<file path="src/rtl/tun_pkg.sv">
// Shared constants and types for the triangle unit normal block.
// Used by every module under rtl; depends on nothing else.

package tun_pkg;

   // Fixed-point formats of the input coordinates and the output normal.
   localparam int COORD_WIDTH      = 16;
   localparam int COORD_FRAC_BITS  = 8;
   localparam int NORMAL_FRAC_BITS = 14;

   // Widths of the exact integer datapath.
   localparam int EDGE_W  = COORD_WIDTH + 1;
   localparam int PROD_W  = 2 * EDGE_W;
   localparam int CROSS_W = PROD_W + 1;
   localparam int MAG_W   = PROD_W;
   localparam int HALF_W  = MAG_W / 2;
   localparam int HI_W    = MAG_W - HALF_W;
   localparam int PP_W    = 2 * HI_W;
   localparam int SQ_W    = 2 * MAG_W;
   localparam int S_W     = SQ_W + 2;
   localparam int REM_W   = S_W + 1;

   // Quotient of c^2 * 2^(2F+2) / S, its square root and the output.
   localparam int Q_BITS = 2 * NORMAL_FRAC_BITS + 3;
   localparam int ROOT_W = NORMAL_FRAC_BITS + 2;
   localparam int RAD_W  = 2 * ROOT_W;
   localparam int SREM_W = ROOT_W + 3;
   localparam int OUT_W  = NORMAL_FRAC_BITS + 2;

   // Pipeline depths and queue geometry.
   localparam int FRONT_STAGES = 6;
   localparam int LANE_LAT     = Q_BITS + ROOT_W + 2;
   localparam int QUEUE_DEPTH  = 4;
   localparam int QPTR_W       = $clog2(QUEUE_DEPTH);
   localparam int QCNT_W       = $clog2(QUEUE_DEPTH + 1);

   // A length at or below 1e-6 means S * 10^12 <= 2^(4 * COORD_FRAC_BITS).
   localparam logic [S_W-1:0] DEGEN_S_MAX =
      S_W'((66'd1 << (4 * COORD_FRAC_BITS)) / 66'd1000000000000);

   typedef struct packed {
      logic [COORD_WIDTH-1:0] x;
      logic [COORD_WIDTH-1:0] y;
      logic [COORD_WIDTH-1:0] z;
   } vertex_type;

   typedef struct packed {
      vertex_type a;
      vertex_type b;
      vertex_type c;
   } tri_type;

   // One classified item waiting between the front and the back.
   typedef struct packed {
      logic [2:0][SQ_W-1:0] csq;
      logic [S_W-1:0]       sum_sq;
      logic [2:0]           neg;
      logic                 degen;
   } job_type;

endpackage

</file>
<file path="src/rtl/tun_queue.sv">
// Short queue of classified items between the front and the back.
// Depends on tun_pkg for the item type and the depth.

module tun_queue (
   input  logic              clock,
   input  logic              reset,
   input  logic              push,
   input  tun_pkg::job_type  push_job,
   output logic              full,
   input  logic              pop,
   output logic              not_empty,
   output tun_pkg::job_type  pop_job
);

   tun_pkg::job_type                mem_ff [tun_pkg::QUEUE_DEPTH];
   logic [tun_pkg::QPTR_W-1:0]      wr_ptr_ff, wr_ptr_in;
   logic [tun_pkg::QPTR_W-1:0]      rd_ptr_ff, rd_ptr_in;
   logic [tun_pkg::QCNT_W-1:0]      count_ff, count_in;

   assign full      = (count_ff == tun_pkg::QCNT_W'(tun_pkg::QUEUE_DEPTH));
   assign not_empty = (count_ff != '0);
   assign pop_job   = mem_ff[rd_ptr_ff];

   // Pointer and occupancy update.
   always_comb begin
      wr_ptr_in = push ? wr_ptr_ff + 1'b1 : wr_ptr_ff;
      rd_ptr_in = pop ? rd_ptr_ff + 1'b1 : rd_ptr_ff;
      count_in  = count_ff;
      if (push && !pop) begin
         count_in = count_ff + 1'b1;
      end else if (pop && !push) begin
         count_in = count_ff - 1'b1;
      end
   end

   always_ff @(posedge clock) begin
      if (reset) begin
         wr_ptr_ff <= '0;
         rd_ptr_ff <= '0;
         count_ff  <= '0;
      end else begin
         wr_ptr_ff <= wr_ptr_in;
         rd_ptr_ff <= rd_ptr_in;
         count_ff  <= count_in;
      end
   end

   // Item storage.
   always_ff @(posedge clock) begin
      if (push) begin
         mem_ff[wr_ptr_ff] <= push_job;
      end
   end

endmodule

</file>
<file path="config.mk">
export PLATFORM = sky130hd
export DESIGN_NAME = tun_queue
export DESIGN_NICKNAME = d
export VERILOG_FILES = /design/src/rtl/tun_pkg.sv /design/src/rtl/tun_queue.sv
export SDC_FILE = /design/constraint.sdc
export NUM_CORES = 1
export LEC_CHECK = 0
export BUFFER_PORTS_ARGS = -buffer_cell sky130_fd_sc_hd__buf_4
export CAP_MARGIN = 10
export CORE_ASPECT_RATIO = 1.1
export CORE_MARGIN = 1
export CORE_UTILIZATION = 49
export DETAILED_ROUTE_END_ITERATION = 10
export GPL_ROUTABILITY_DRIVEN = 0
export GPL_TIMING_DRIVEN = 1
export HOLD_SLACK_MARGIN = 0.08
export PLACE_DENSITY = 0.7
export SLEW_MARGIN = 10
export SYNTH_ARGS = -nofsm -noshare
export SYNTH_HDL_FRONTEND = slang
export SYNTH_SLANG_ARGS = --single-unit
</file>
<file path="constraint.sdc">
create_clock -name clock -period 9.45 [get_ports clock]
set_input_delay 1.89 -clock clock [delete_from_list [all_inputs] [get_ports clock]]
set_output_delay 1.89 -clock clock [all_outputs]
set_load 0.01 [all_outputs]
</file>
==> flow_metrics.py <==
metrics = {
    "logic_synthesis": {
        "ys_ff_latch": 1121,
        "synth_area_sq_um": 40550,
        "synth.top_cells.by_area": "edfxtp_1 (82%), mux4_2 (15%), buf_6 (0.72%)",
        "yosysTopAreaCell": "edfxtp_1",
        "yosysUniqueCellTypes": 19,
        "yosysTopAreaCellShare_pct": 82.35,
        "netlist_instances": 1496,
        "syn_avg_cell_area_sq_um": 27.10,
        "syn_nets": 1784,
        "yosys_warnings": 0,
        "yosysSeqAreaShare_pct": 82.80,
    },
    "layout": {
        "layout_common_cells": "edfxtp_1 (1112), buf_4 (571), mux4_2 (278)",
        "final_cells": 3286,
        "fillers": 5640,
        "layout.nets": 2410,
        "fin_area_sq_um": 49250,
        "drive_gt1_share_pct": 45.46,
        "area_growth_pct": 21.46,
        "final_common_cell": "edfxtp_1",
    },
    "clocking": {
        "ctsHtreeMaxLevel": 3,
        "cts-root-buf": "clkbuf_16",
        "clkLatencyLatePin_ns": 0.67,
        "cts_tree": "yes",
        "clock-sinks": 1121,
        "clk_pin_slew_ns": 0.06,
        "ctsHoldBuffers": 0,
        "postCtsSetupBuffers": 0,
        "numCtsBuffers": 109,
        "cts.repair.resized": 0,
        "cts_buffer_depth": 3,
    },
    "min_path": {
        "worstHoldPathCells": 2,
        "hp-class": "reg2reg",
        "hold_start": "count_ff[2]$_SDFFE_PP0P_",
    },
    "critical_path": {
        "endpoint_kind": "primary output",
        "cp-start-kind": "flop",
        "path_max_fanout": 109,
        "r2r_cells": 5,
        "r2r_start": "wr_ptr_ff[0]$_SDFFE_PP0P_",
        "cp.arrival_ns": 3.59,
        "path_class": "reg2out",
        "crit_required_ns": 7.56,
    },
    "global_routing": {
        "antenna_found_initial": 26,
        "grt_overflow_total": 0,
        "grt_max_degree": 170,
        "grt_pass1_vias": 19300,
        "grt_pass1_wl_um": 124000,
        "gr-usage-all-layers_pct": 20.04,
    },
    "placement": {
        "dp.cells": 3075,
        "hpwl_um": 50450,
        "dpl_cell_area_sq_um": 45860,
        "port_buffers": 561,
    },
    "die": {
        "start_util_pct": 49.51,
        "die_w_um": 276.3,
        "coreArea_sq_um": 81890,
        "die_area_sq_um": 83910,
        "die-height_um": 303.7,
        "ios": 562,
        "rows": 110,
    },
    "power": {
        "power_leakage_nw": 16.35,
        "combPwrFrac_pct": 10.6,
        "p_per_area_nw_per_um2": 224.4,
        "swShare_pct": 21.84,
        "intPower_w": 0.008636,
        "p_clk_share_pct": 37.0,
        "ir_drop_v": 0.0001937,
        "fin_total_pwr_w": 0.01105,
        "power_switching_w": 0.002413,
        "seqPwrFrac_pct": 52.4,
    },
    "drt": {
        "dr_total_vias": 18180,
        "ant_nets": 0,
        "drt_iter0_markers": 1314,
        "vias_per_cell": 5.533,
        "wire_per_inst_um": 25.56,
        "drc_errors": 0,
        "dr.pass1.iters": 5,
        "wl_um": 83980,
    },
    "timing": {
        "maxSlewHeadroom_pct": 18.85,
        "hold_viol": 0,
        "period_share_pct": 57.97,
        "max_slew.worst_pin.slew_ns": 1.217,
        "maxSlewViolCount": 0,
        "period_needed_ns": 5.478,
        "finalSetupViolCount": 0,
        "rsz0062_at_grt": "no",
        "fmax_mhz": 182.5,
        "totalNegativeSetupSlack_ns": 0,
        "fin_worst_skew_ns": 0.02526,
    },
    "job": {
        "drv_cap": 0,
    },
    "run_status": {
        "status": "completed",
    },
}
area by class of cell:
cell class	count	area (sq um)	area share (%)
Sequential cell	1121	33580	68.19
Multi-Input combinational cell	308	6502	13.20
Timing Repair Buffer	578	4427	8.989
Clock buffer	135	2825	5.737
Tap cell	1064	1331	2.703
Clock inverter	56	516.7	1.049
Antenna cell	20	50.05	0.1016
Inverter	4	15.01	0.03049
metrics by stage:
| step | utilization, % | setup WS [ns] | hold slack [ns] |
|---|---|---|---|
| 6_report | 60.14 | 3.972 | 0.5128 |
| 3_3_place_gp | 56.00 | 4.358 | 0.4736 |
| 4_1_cts | 60.08 | 3.655 | 0.5119 |
| 3_5_place_dp | 56.00 | 4.386 | 0.5010 |
| 5_1_grt | 60.14 | 3.584 | 0.5325 |
| 2_1_floorplan | - | 0.6105 | 0.4614 |
worst paths after layout:
path	endpoint	slack, ns
hold / removal	count_ff[2]$_SDFFE_PP0P_	0.51
setup reg to reg	mem_ff[0][190]$_DFFE_PP_	6.38
hold reg to reg	count_ff[2]$_SDFFE_PP0P_	0.51
setup / recovery	pop_job[128]	3.97
registers in the layout (all words and copies together) (netlist names), named ones only:
register	count
wr_ptr_ff	2
count_ff	3
rd_ptr_ff	2
mem_ff	1112
power groups by stage:
stage / clock, W / combinational [W] / sequential (W)
6_report: 0.00409 / 0.00117 / 0.00579
5_1_grt: 0.00436 / 0.00123 / 0.00581
4_1_cts: 0.00419 / 0.00119 / 0.00579
3_5_place_dp: 0 / 0.00119 / 0.00590
3_3_place_gp: 0 / 0.00118 / 0.00588
2_1_floorplan: 0 / 0.000615 / 0.00592
logic make-up (layout without fill, tap and decap cells):
kind of cell | Yosys count | count (layout) | share of synthesized area, %
flops | 1121 | 1121 | 82.80
mux | 280 | 280 | 15.49
buf+inv | 67 | 773 | 1.191
simple gates | 15 | 15 | 0.1851
fa+ha+maj | 6 | 6 | 0.2037
xor+xnor | 5 | 5 | 0.1080
compound gates | 2 | 2 | 0.02466
other cells | 0 | 20 | 0
per-layer routing:
| layer | vias to the layer above | global-route usage (%) | routed length, um |
|---|---|---|---|
| met3 | 169 | 5.505 | 6145 |
| met5 | - | 0 | 73 |
| met4 | 12 | 10.06 | 3572 |
| li1 | 7782 | - | - |
| met1 | 9601 | 23.99 | 30890 |
| met2 | 618 | 33.57 | 43290 |
Yosys cell counts (all sizes together):
| cell | count |
|---|---|
| o21ai | 1 |
| and2 | 4 |
| nor3b | 1 |
| or3 | 2 |
| nand2 | 1 |
| mux2i | 2 |
| dfxtp | 9 |
| fa | 1 |
| xnor2 | 2 |
| clkbuf | 8 |
| inv | 4 |
| ha | 5 |
| nor2 | 7 |
| xor2 | 3 |
| edfxtp | 1112 |
| buf | 55 |
| a21oi | 1 |
| mux4 | 278 |
worst max-delay path: stages, from the launching register on:
cell and delay, ns:
dfxtp_4 0.82, buf_12 0.60, buf_4 0.62, mux4_2 0.60
buf_4 0.16
Power figures use the tool's default switching activity.
